--- config.mk ---
export PLATFORM = sky130hd
export DESIGN_NAME = pbf_merge
export DESIGN_NICKNAME = d
export VERILOG_FILES = /design/src/rtl/pbf_pkg.sv /design/src/rtl/pbf_merge.sv
export SDC_FILE = /design/constraint.sdc
export NUM_CORES = 1
export LEC_CHECK = 0
export BUFFER_PORTS_ARGS = -buffer_cell sky130_fd_sc_hd__buf_2
export CORE_MARGIN = 1.5
export CORE_UTILIZATION = 45
export CTS_BUF_LIST = sky130_fd_sc_hd__clkbuf_16
export DETAILED_ROUTE_END_ITERATION = 10
export PLACE_DENSITY = 0.83
export SLEW_MARGIN = 25
export SYNTH_ARGS = -nofsm -noshare
export SYNTH_HDL_FRONTEND = slang
export SYNTH_SLANG_ARGS = --single-unit
--- constraint.sdc ---
create_clock -name clock -period 2.3 [get_ports clock]
set_input_delay 0.115 -clock clock [delete_from_list [all_inputs] [get_ports clock]]
set_output_delay 0.115 -clock clock [all_outputs]
set_load 0.01 [all_outputs]
--- src/rtl/pbf_pkg.sv ---
package pbf_pkg;

   // Field widths fixed by the item and register formats.
   localparam int COORD_W = 24;
   localparam int SIZE_W  = 12;
   localparam int GAIN_W  = 16;
   localparam int ACC_W   = 40;

   // Register indexes on the configuration port.
   localparam logic [2:0] REG_GAIN_PROP     = 3'd0;
   localparam logic [2:0] REG_GAIN_INTEG    = 3'd1;
   localparam logic [2:0] REG_GAIN_DERIV    = 3'd2;
   localparam logic [2:0] REG_TIME_STEP     = 3'd3;
   localparam logic [2:0] REG_INV_TIME_STEP = 3'd4;

   // Sequencer steps shared by both axis lanes.
   typedef enum logic [2:0] {
      ST_IDLE,
      ST_MUL1,
      ST_MUL2,
      ST_MUL3,
      ST_SUM,
      ST_MOVE,
      ST_OUT
   } state_type;

   // Step strobes sent from the sequencer to each lane.
   typedef struct packed {
      logic load;
      logic mul1;
      logic mul2;
      logic mul3;
      logic sum;
      logic move;
   } lane_ctrl_type;

   // Controller settings as seen by the lanes.
   typedef struct packed {
      logic signed [GAIN_W-1:0] gain_prop;
      logic signed [GAIN_W-1:0] gain_integ;
      logic signed [GAIN_W-1:0] gain_deriv;
      logic [GAIN_W-1:0]        time_step;
      logic [GAIN_W-1:0]        inv_time_step;
   } cfg_type;

   // Clamp a signed value to the signed 24-bit range.
   function automatic logic signed [COORD_W-1:0] sat_24(input logic signed [47:0] x);
      logic signed [COORD_W-1:0] r;
      if (x > 48'sd8388607) begin
         r = 24'sh7FFFFF;
      end else if (x < -48'sd8388608) begin
         r = 24'sh800000;
      end else begin
         r = x[COORD_W-1:0];
      end
      return r;
   endfunction

   // Clamp a signed value to the signed 40-bit range.
   function automatic logic signed [ACC_W-1:0] sat_40(input logic signed [47:0] x);
      logic signed [ACC_W-1:0] r;
      if (x > 48'sd549755813887) begin
         r = 40'sh7FFFFFFFFF;
      end else if (x < -48'sd549755813888) begin
         r = 40'sh8000000000;
      end else begin
         r = x[ACC_W-1:0];
      end
      return r;
   endfunction

endpackage

--- src/rtl/pbf_merge.sv ---
module pbf_merge import pbf_pkg::*; #(
   parameter int FRAC_BITS = 8
) (
   input  logic                      clock,
   input  logic                      reset,
   input  logic                      load,
   input  logic signed [COORD_W-1:0] centre_x,
   input  logic signed [COORD_W-1:0] centre_y,
   input  logic signed [COORD_W-1:0] speed_x,
   input  logic signed [COORD_W-1:0] speed_y,
   input  logic [SIZE_W-2:0]         half_w_px,
   input  logic [SIZE_W-2:0]         half_h_px,
   input  logic                      rsp_tready,
   output logic                      rsp_tvalid,
   // center_x, center_y, speed_x, speed_y, corner_low_x, corner_low_y,
   // corner_high_x, corner_high_y, 24 bits each from the lowest bit up
   output logic [8*COORD_W-1:0]      rsp_tdata
);

   logic                      valid_ff;
   logic signed [COORD_W-1:0] cx_ff, cy_ff, sx_ff, sy_ff;
   logic signed [COORD_W-1:0] lo_x_ff, lo_y_ff, hi_x_ff, hi_y_ff;

   logic [COORD_W-1:0]        half_w, half_h;
   logic signed [COORD_W:0]   half_w_s, half_h_s;
   logic signed [COORD_W:0]   lo_x, lo_y, hi_x, hi_y;

   // Half sizes in coordinate units, then corners around the new centre.
   always_comb begin
      half_w   = COORD_W'(half_w_px) << FRAC_BITS;
      half_h   = COORD_W'(half_h_px) << FRAC_BITS;
      half_w_s = {1'b0, half_w};
      half_h_s = {1'b0, half_h};
      lo_x     = 25'(centre_x) - half_w_s;
      lo_y     = 25'(centre_y) - half_h_s;
      hi_x     = 25'(centre_x) + half_w_s;
      hi_y     = 25'(centre_y) + half_h_s;
   end

   // Result valid flag.
   always_ff @(posedge clock) begin
      if (reset) begin
         valid_ff <= 1'b0;
      end else if (load) begin
         valid_ff <= 1'b1;
      end else if (rsp_tready) begin
         valid_ff <= 1'b0;
      end
   end

   // Result payload register.
   always_ff @(posedge clock) begin
      if (load) begin
         cx_ff   <= centre_x;
         cy_ff   <= centre_y;
         sx_ff   <= speed_x;
         sy_ff   <= speed_y;
         lo_x_ff <= sat_24(48'(lo_x));
         lo_y_ff <= sat_24(48'(lo_y));
         hi_x_ff <= sat_24(48'(hi_x));
         hi_y_ff <= sat_24(48'(hi_y));
      end
   end

   assign rsp_tvalid = valid_ff;
   assign rsp_tdata  = {hi_y_ff, hi_x_ff, lo_y_ff, lo_x_ff, sy_ff, sx_ff, cy_ff, cx_ff};

endmodule

==> results of run 1 <==
-- cell families (layout without fill, tap and decap cells) --
kind of cell	count (synthesis)	after routing	share of synthesized area, %
AOI/OAI and AO/OA	176	176	12.6
xor gates and xnor gates	35	35	3.43
adders and majority gates	48	48	7.05
buffers and inverters	95	596	4.57
DFF	193	193	64.7
muxes	2	2	0.252
and+or+nand+nor	131	131	7.41
-- final cells by class --
cell class,instances,area share (%)
repair buffers,498,25.1
well taps,265,2.53
clock buffers,17,3.25
flip-flops and latches,193,44.2
multi-input cells,392,21.6
inverters,66,1.89
clock inverters,15,1.37
-- path summary, 6_finish.rpt --
kind                     start     endpoint  slack [ns]  cells past startpoint
setup / recovery   centre_y[8]  lo_y_ff[14]        0.04                     13
hold / removal    centre_y[21]    cy_ff[21]        0.02                      2
setup reg to reg    rsp_tvalid   rsp_tvalid        1.11                      3
hold reg to reg     rsp_tvalid   rsp_tvalid        1.10                      3
-- synth_stat cells (8+ instances only) --
library cell / number
edfxtp_1: 192
inv_1: 66
o21ai_0: 50
a21oi_1: 46
ha_1: 44
nor2_1: 40
nand2_1: 27
xnor2_1: 27
nor3_1: 14
o21ai_1: 13
clkbuf_1: 11
nand3_1: 9
a31oi_1: 8
buf_2: 8
o21a_1: 8
xor2_1: 8
-- cell usage in the layout (no fill, tap or decap), drive strengths merged, types with 6 or more instances in the layout --
master / instances
clkbuf: 18
dlygate4sd3: 90
buf: 407
o21ai: 70
o31ai: 7
nor2: 40
a211oi: 7
edfxtp: 192
xor2: 8
nor3: 15
a31oi: 8
nor2b: 6
clkinv: 6
a21oi: 47
inv: 75
xnor2: 27
o21a: 8
nand3: 9
nand2b: 7
nand2: 27
ha: 44
-- state kept, by name, summed over array words and instances (netlist names) --
| register | count |
|---|---|
| hi_y_ff | 24 |
| cy_ff | 24 |
| sy_ff | 24 |
| lo_y_ff | 24 |
| rsp_tvalid | 1 |
| sx_ff | 24 |
| lo_x_ff | 24 |
| cx_ff | 24 |
| hi_x_ff | 24 |
-- timing repair --
item,in CTS,in global routing
resized for setup,0,20
setup buffers,0,4
setup endpoints to repair,0,57
endpoints found under the hold margin,89,0
hold buffers,90,0
-- metrics by stage --
step                      worst slack (ns)  cells  hold WS [ns]  power (uW)  setup TNS (ns)
after floorplan                    0.00379    680         0.187        5300               0
after global placement              -0.292   1320         0.275        6140          -16.68
after detailed placement            -0.378   1320         0.280        6200          -22.87
after CTS                           0.0125   1442       0.00131        9290               0
after global routing               -0.0384   1446       0.00449        9690          -0.296
final                               0.0372   1446        0.0236        9330               0
-- layer usage --
metal | track usage (%) | wire, um
met4 | 11.2 | 937
met2 | 42.3 | 13100
met1 | 29.4 | 10000
met5 | 0 | 11
met3 | 4.37 | 1780
-- power by group through the flow --
stage / clock network (uW) / registers [uW] / logic, uW
after floorplan: 0 / 4660 / 640
after global placement: 0 / 4450 / 1690
after detailed placement: 0 / 4460 / 1740
after CTS: 3030 / 4390 / 1870
after global routing: 3180 / 4430 / 2090
final: 3010 / 4390 / 1930
==> results.tsv, run 1 <==
stage	metric	value	unit
pwr	sequentialPowerShare	47.1	%
setup_path	cp_common_cell	o21a_1	
flow_run	drv_cap	0	
place	dp_hpwl	17.9	mm
die	die_area	0.0207	mm2
setup_path	critPathLaunchType	input port	
synth	avgSynthCellArea	13.2	um2
detailed_routing	via_per_inst	5.17	
setup_path	cpLargestDelayFamily	compound AO/OA/AOI/OAI gates	
setup_path	crit_required	2.48	ns
finish	fill_cells	1375	
place	dpl_cell_area	0.0115	mm2
sta	maxSlewHeadroom	70.1	%
setup_path	cp.arrival	2.44	ns
cts	cts_tree	yes	
die	die_x	144	um
sta	fmax	442	MHz
finish	fin_util	67.3	%
detailed_routing	avgRoutedWirePerCell	17.9	um
finish	multi_input_area	0.00283	mm2
pwr	netSwitchingFraction	28.6	%
sta	rsz0062_at_grt	yes	
setup_path	critPathBufInv	3	
global_route	track_usage	24.3	%
cts	cts_buffers	17	
die	core_area	0.0195	mm2
pwr	p_int	6660	uW
place	place_congestion	0.850	
synth	synth_top_area_share	64.4	%
finish	drive_gt1_share	40.5	%
run_status	status	finished, final reports clean	
global_route	grt_max_degree	71	
synth	ys_warn_count	0	
detailed_routing	dr_total_vias	7483	
synth	dominantRegCellSynth	edfxtp_1	
finish	nets	1338	
setup_path	crit_type	input port to flip-flop	
sta	final-hold-violation-count	0	
cts	cts.clk_slew.worst_paths	0.07	ns
detailed_routing	wirelength	25.9	mm
detailed_routing	first_pass_iters	5	
die	row_count	51	
detailed_routing	initialDrtViolationCount	567	
cts	cts.sinks	193	
global_route	grt_antenna_before_repair	1	
setup_path	path_max_fanout	14	
synth	ys_async_sr_fraction	0	%
sta	finalCritPeriodShare	98.4	%
synth	synth_area_leaders	edfxtp_1 (64%), ha_1 (6.2%), o21ai_0 (2.8%)	
pwr	p_comb_share	20.7	%
setup_path	crit_chain	buf_2 -> inv_2 -> ha_4 -> fa_2 -> nand2b_4 -> a31oi_2 -> o21a_1 -> o21a_1 -> a2111o_1 -> nor3_2 -> a21o_2 -> buf_12 -> o21ai_1	
pwr	p_leak	0.00571	uW
finish	ff_latch_area	0.00579	mm2
pwr	switchingPower	2670	uW
detailed_routing	post-route-drc-count	0	
global_route	grt_pass1_wl	38.2	mm
detailed_routing	drtAntennaViolNets	0	
synth	syn-num-nets	850	
global_route	grt_overflow	0	
synth	yosysSeqAreaShare	64.7	%
sta	report.final.slew_viol_count	0	
sta	finClkSkew	0	ns
pwr	ir_drop	0.486	mV
die	initial_utilization	46.0	%
sta	finalSetupViolCount	0	
min_path	hp-class	input port to flip-flop	
setup_path	setup.worst_path.end_class	flip-flop	
synth	yosys_register_bits	193	
finish	area_growth	46.3	%
setup_path	crit_slowest_cell	a2111o_1	
synth	syn-cell-area	0.00895	mm2
synth	yosysTopAreaCell	edfxtp_1	
synth	synth-edff-count	192	
pwr	power_density	713	mW/mm2
finish	fin_area	0.0131	mm2
pwr	clock_power_share	32.3	%
synth	synthCells	680	
finish	diodes	0	
cts	clockBufferDepth	2	
synth	yosysUniqueCellTypes	64	
sta	tightest_slew	0.443	ns
sta	layout_min_cycle_time	2.26	ns
cts	htreeDepth	4	
die	io_pins	315	
global_route	grt_pass1_vias	7342	
cts	cts_root_buffer	clkbuf_16	
cts	insertion_delay	0.44	ns
place	portBuffers	314	
setup_path	critPathMaxStageDelay	0.44	ns
die	die_height	144	um
Power figures use the tool's default switching activity.
==> run 2, diff against run 1 <==
--- a/config.mk
+++ b/config.mk
@@ -7,10 +7,10 @@
 export LEC_CHECK = 0
 export BUFFER_PORTS_ARGS = -buffer_cell sky130_fd_sc_hd__buf_2
 export CORE_MARGIN = 1.5
-export CORE_UTILIZATION = 45
+export CORE_UTILIZATION = 53
 export CTS_BUF_LIST = sky130_fd_sc_hd__clkbuf_16
 export DETAILED_ROUTE_END_ITERATION = 10
-export PLACE_DENSITY = 0.83
+export PLACE_DENSITY = 0.91
 export SLEW_MARGIN = 25
 export SYNTH_ARGS = -nofsm -noshare
 export SYNTH_HDL_FRONTEND = slang
==> constraint.sdc (replaced) <==
create_clock -name clock -period 2.85 [get_ports clock]
set_input_delay 0.1425 -clock clock [delete_from_list [all_inputs] [get_ports clock]]
set_output_delay 0.1425 -clock clock [all_outputs]
set_load 0.01 [all_outputs]
==> results.tsv, run 2 (synthesized netlist as in run 1, its figures left out) <==
stage	metric	value	unit
run_status	status	finished, final reports clean	
setup_path	cp.arrival	3.06	ns
detailed_routing	post-route-drc-count	0	
pwr	ir_drop	0.423	mV
min_path	hp-class	input port to flip-flop	
global_route	grt_pass1_vias	7046	
die	initial_utilization	54.2	%
place	place_congestion	0.893	
die	die_x	133	um
global_route	track_usage	28.8	%
global_route	grt_pass1_wl	38.6	mm
sta	maxSlewHeadroom	71.8	%
die	row_count	47	
setup_path	critPathMaxStageDelay	0.53	ns
detailed_routing	dr_total_vias	7324	
global_route	grt_overflow	0	
die	die_area	0.0177	mm2
finish	nets	1276	
finish	area_growth	40.1	%
cts	insertion_delay	0.44	ns
cts	cts.clk_slew.worst_paths	0.07	ns
sta	finalCritPeriodShare	97.5	%
setup_path	path_max_fanout	15	
setup_path	cpLargestDelayFamily	compound AO/OA/AOI/OAI gates	
cts	cts_root_buffer	clkbuf_16	
sta	layout_min_cycle_time	2.78	ns
sta	fin_ws	0.0701	ns
setup_path	setup.worst_path.end_class	flip-flop	
finish	drive_gt1_share	37.3	%
place	portBuffers	314	
place	post-place-ws	0.0377	ns
cts	cts.sinks	193	
finish	final_common_cell	buf_2	
setup_path	r2r_slack	2.13	ns
die	core_area	0.0165	mm2
setup_path	crit_slowest_cell	dlygate4sd3_1	
setup_path	critPathBufInv	3	
detailed_routing	wirelength	26.5	mm
sta	report.final.slew_viol_count	0	
detailed_routing	drtAntennaViolNets	0	
sta	fmax	360	MHz
place	dp_hpwl	17.1	mm
setup_path	crit_chain	dlygate4sd3_1 -> buf_2 -> ha_1 -> o21a_1 -> o21ai_2 -> a22oi_2 -> a221oi_4 -> nor3b_2 -> nor3_2 -> a21o_2 -> buf_12 -> o21ai_1	
die	io_pins	315	
pwr	p_leak	0.00539	uW
cts	htreeDepth	4	
sta	final-hold-violation-count	0	
cts	cts_buffers	17	
finish	fin_area	0.0125	mm2
finish	fin_util	75.8	%
cts	clockBufferDepth	2	
sta	finalSetupViolCount	0	
pwr	power_density	594	mW/mm2
cts	cts_tree	yes	
die	die_height	133	um
place	dpl_cell_area	0.0109	mm2
sta	tightest_slew	0.419	ns
detailed_routing	via_per_inst	5.45	
flow_run	drv_cap	0	
setup_path	crit_type	input port to flip-flop	
setup_path	critPathLaunchType	input port	
global_route	grt_antenna_before_repair	6	
finish	final_cell_mix	buf_2 (313), edfxtp_1 (192), dlygate4sd3_1 (89)	
global_route	grt_max_degree	81	
sta	finClkSkew	0	ns
detailed_routing	avgRoutedWirePerCell	19.7	um
detailed_routing	initialDrtViolationCount	591	
setup_path	crit_required	3.13	ns
detailed_routing	first_pass_iters	5	
==> run 2: cell types whose count changed in the layout (fill, tap and decap cells not counted), sizes merged <==
cell / previous run / this run
diode: 0 / 4
inv: 75 / 74
dlygate4sd3: 90 / 89
buf: 407 / 345
nand3b: 2 / 3
bufinv: 0 / 1
==> run 2: per-layer routing <==
| layer | GRT usage (%) | wire length, um |
|---|---|---|
| met1 | 34.8 | 9950 |
| met2 | 49.4 | 13400 |
| met5 | 0 | 11 |
| met3 | 6.05 | 1990 |
| met4 | 13.6 | 1070 |
==> run 2: area by class of cell <==
cell class / count / area, um2
inverters: 66 / 248
repair buffers: 435 / 2790
fillers: 1013 / 3990
diodes: 4 / 10.0
multi-input cells: 393 / 2830
clock inverters: 15 / 174
well taps: 220 / 275
flip-flops and latches: 193 / 5790
clock buffers: 17 / 425
==> run 2: report_power, final <==
part / leakage, uW / total [uW] / internal (uW) / switching (uW)
sequential: 0.00189 / 3550 / 3460 / 87.4
combinational: 0.00321 / 1440 / 620 / 820
clock: 0.000298 / 2450 / 1260 / 1190
total: 0.00539 / 7440 / 5340 / 2100
==> run 2: final timing paths <==
path | start | to | cells past startpoint
max | centre_y[12] | lo_y_ff[16] | 12
min | centre_y[20] | cy_ff[20] | 1
max reg2reg | rsp_tvalid | rsp_tvalid | 2
min reg2reg | rsp_tvalid | rsp_tvalid | 2
==> run 2: worst register-to-register path, cell delays in order (launching register included) <==
cell     delay, ns
dfxtp_1       0.38
a21oi_1       0.08
nor2_1        0.18
==> run 2: per-stage QoR <==
step                      hold slack [ns]  power (uW)  cells  setup TNS [ns]
after floorplan                     0.215        4270    680               0
after global placement              0.302        4840   1211               0
after detailed placement            0.321        4890   1211               0
after CTS                          0.0115        7350   1332               0
after global routing               0.0200        7680   1342         -0.0222
final                              0.0135        7440   1343               0
==> run 2: what timing repair did <==
action | 4_1_cts | 5_1_grt
endpoints found under the setup margin | 0 | 65
setup buffers | 0 | 5
gates resized for setup | 0 | 26
hold buffers | 89 | 0
hold endpoints to repair | 89 | 0
==> run 3, diff against run 2 <==
--- a/config.mk
+++ b/config.mk
@@ -10,7 +10,7 @@
 export CORE_UTILIZATION = 53
 export CTS_BUF_LIST = sky130_fd_sc_hd__clkbuf_16
 export DETAILED_ROUTE_END_ITERATION = 10
-export PLACE_DENSITY = 0.91
+export PLACE_DENSITY = 0.81
 export SLEW_MARGIN = 25
 export SYNTH_ARGS = -nofsm -noshare
 export SYNTH_HDL_FRONTEND = slang
==> results.tsv, run 3 (synthesized netlist as in run 1, its figures left out) <==
stage	metric	value	unit
setup_path	crit_type	input port to flip-flop	
sta	report.final.slew_viol_count	0	
cts	cts.clk_slew.worst_paths	0.07	ns
die	row_count	47	
place	dpl_cell_area	0.0109	mm2
place	portBuffers	314	
detailed_routing	post-route-drc-count	0	
pwr	switchingPower	2090	uW
die	die_height	133	um
finish	nets	1271	
die	initial_utilization	54.2	%
pwr	clock_power_share	33.8	%
detailed_routing	avgRoutedWirePerCell	19.5	um
sta	rsz0062_at_grt	yes	
sta	finalSetupViolCount	0	
sta	layout_min_cycle_time	2.78	ns
cts	cts_tree	yes	
sta	finClkSkew	0	ns
sta	finalCritPeriodShare	97.4	%
setup_path	crit_slowest_cell	dlygate4sd3_1	
global_route	track_usage	28.9	%
setup_path	setup.worst_path.end_class	flip-flop	
cts	cts_buffers	17	
detailed_routing	first_pass_iters	5	
global_route	grt_max_degree	76	
sta	tightest_slew	0.598	ns
detailed_routing	via_per_inst	5.44	
die	io_pins	315	
finish	drive_gt1_share	36.8	%
die	die_area	0.0177	mm2
run_status	status	finished, final reports clean	
setup_path	critPathLaunchType	input port	
pwr	p_leak	0.00538	uW
global_route	grt_pass1_vias	7122	
setup_path	critPathMaxStageDelay	0.53	ns
place	place_congestion	0.831	
cts	clockBufferDepth	2	
place	dp_hpwl	16.8	mm
finish	final_common_cell	buf_2	
pwr	sequentialPowerShare	47.2	%
finish	final_cell_mix	buf_2 (313), edfxtp_1 (192), dlygate4sd3_1 (89)	
cts	cts.sinks	193	
pwr	netSwitchingFraction	27.8	%
pwr	p_int	5430	uW
finish	area_growth	39.8	%
finish	fin_area	0.0125	mm2
detailed_routing	initialDrtViolationCount	644	
cts	htreeDepth	4	
setup_path	path_max_fanout	7	
die	die_x	133	um
cts	cts_root_buffer	clkbuf_16	
detailed_routing	wirelength	26.2	mm
setup_path	cp_common_cell	nor2b_1	
sta	final-hold-violation-count	0	
cts	insertion_delay	0.42	ns
setup_path	crit_chain	dlygate4sd3_1 -> buf_2 -> inv_1 -> ha_1 -> fa_1 -> nor2b_1 -> o21ai_1 -> a21oi_2 -> nand4bb_1 -> a31oi_2 -> nor2b_1 -> nand3b_2 -> a21oi_1	
min_path	hp-class	input port to flip-flop	
global_route	grt_pass1_wl	38.7	mm
detailed_routing	dr_total_vias	7283	
pwr	power_density	601	mW/mm2
pwr	p_comb_share	19.0	%
setup_path	crit_required	3.12	ns
flow_run	drv_cap	0	
pwr	ir_drop	0.422	mV
detailed_routing	drtAntennaViolNets	0	
sta	fmax	360	MHz
global_route	grt_overflow	0	
pwr	total_power	7520	uW
die	core_area	0.0165	mm2
sta	maxSlewHeadroom	60.2	%
setup_path	cp.arrival	3.05	ns
global_route	grt_antenna_before_repair	4	
-- run 3: what timing repair did --
action	in CTS	in global routing
hold buffers	89	0
hold endpoints to repair	89	0
setup buffers	0	2
setup endpoints to repair	0	76
resized for setup	0	15
-- run 3: power groups by stage --
stage / Combinational (uW) / Clock [uW] / Sequential (uW)
2_1_floorplan: 516 / 0 / 3760
3_3_place_gp: 1240 / 0 / 3590
3_5_place_dp: 1270 / 0 / 3600
4_1_cts: 1370 / 2540 / 3540
5_1_grt: 1530 / 2680 / 3570
6_report: 1430 / 2550 / 3550
-- run 3: critical path: cells and delay by family --
kind / cells / cell delay, ns
AO/OA/AOI/OAI: 4 / 0.67
adder cells (fa/ha/maj): 2 / 0.62
buffers and inverters: 3 / 0.70
AND/OR/NAND/NOR: 4 / 0.89
-- run 3: final timing paths --
kind,start,endpoint,slack (ns),cells past startpoint
worst min register to register,rsp_tvalid,rsp_tvalid,0.63,2
worst max register to register,rsp_tvalid,rsp_tvalid,2.14,2
worst min-delay path,centre_x[21],cx_ff[21],0.03,1
worst max-delay path,centre_x[8],lo_x_ff[0],0.07,13
-- run 3: final cells by class --
cell class                      instances  area, um2
Timing Repair Buffer                  430       2710
Inverter                               66        248
Sequential cell                       193       5790
Multi-Input combinational cell        393       2850
Fill cell                            1010       4010
Clock buffer                           17        425
Tap cell                              220        275
Antenna cell                            5       12.5
Clock inverter                         15        209
-- run 3: per-stage QoR --
stage	setup slack, ns	utilization (%)	setup TNS (ns)	instances	hold WS, ns
final	0.0737	75.7	0	1339	0.0259
after detailed placement	0.0520	65.8	0	1210	0.321
after floorplan	0.526	-	0	680	0.215
after global routing	-0.0946	75.7	-1.53	1338	0.00612
after global placement	0.0917	65.8	0	1210	0.302
after CTS	0.0128	75.0	0	1331	0.0199
-- run 3: layer usage --
| layer | GRT usage (%) | up-vias | share of wire, % |
|---|---|---|---|
| met2 | 50.5 | 390 | 52 |
| met5 | 0 | - | 0 |
| met4 | 12.0 | 0 | 3.7 |
| li1 | - | 3340 | - |
| met1 | 34.4 | 3485 | 37 |
| met3 | 6.90 | 68 | 7.3 |
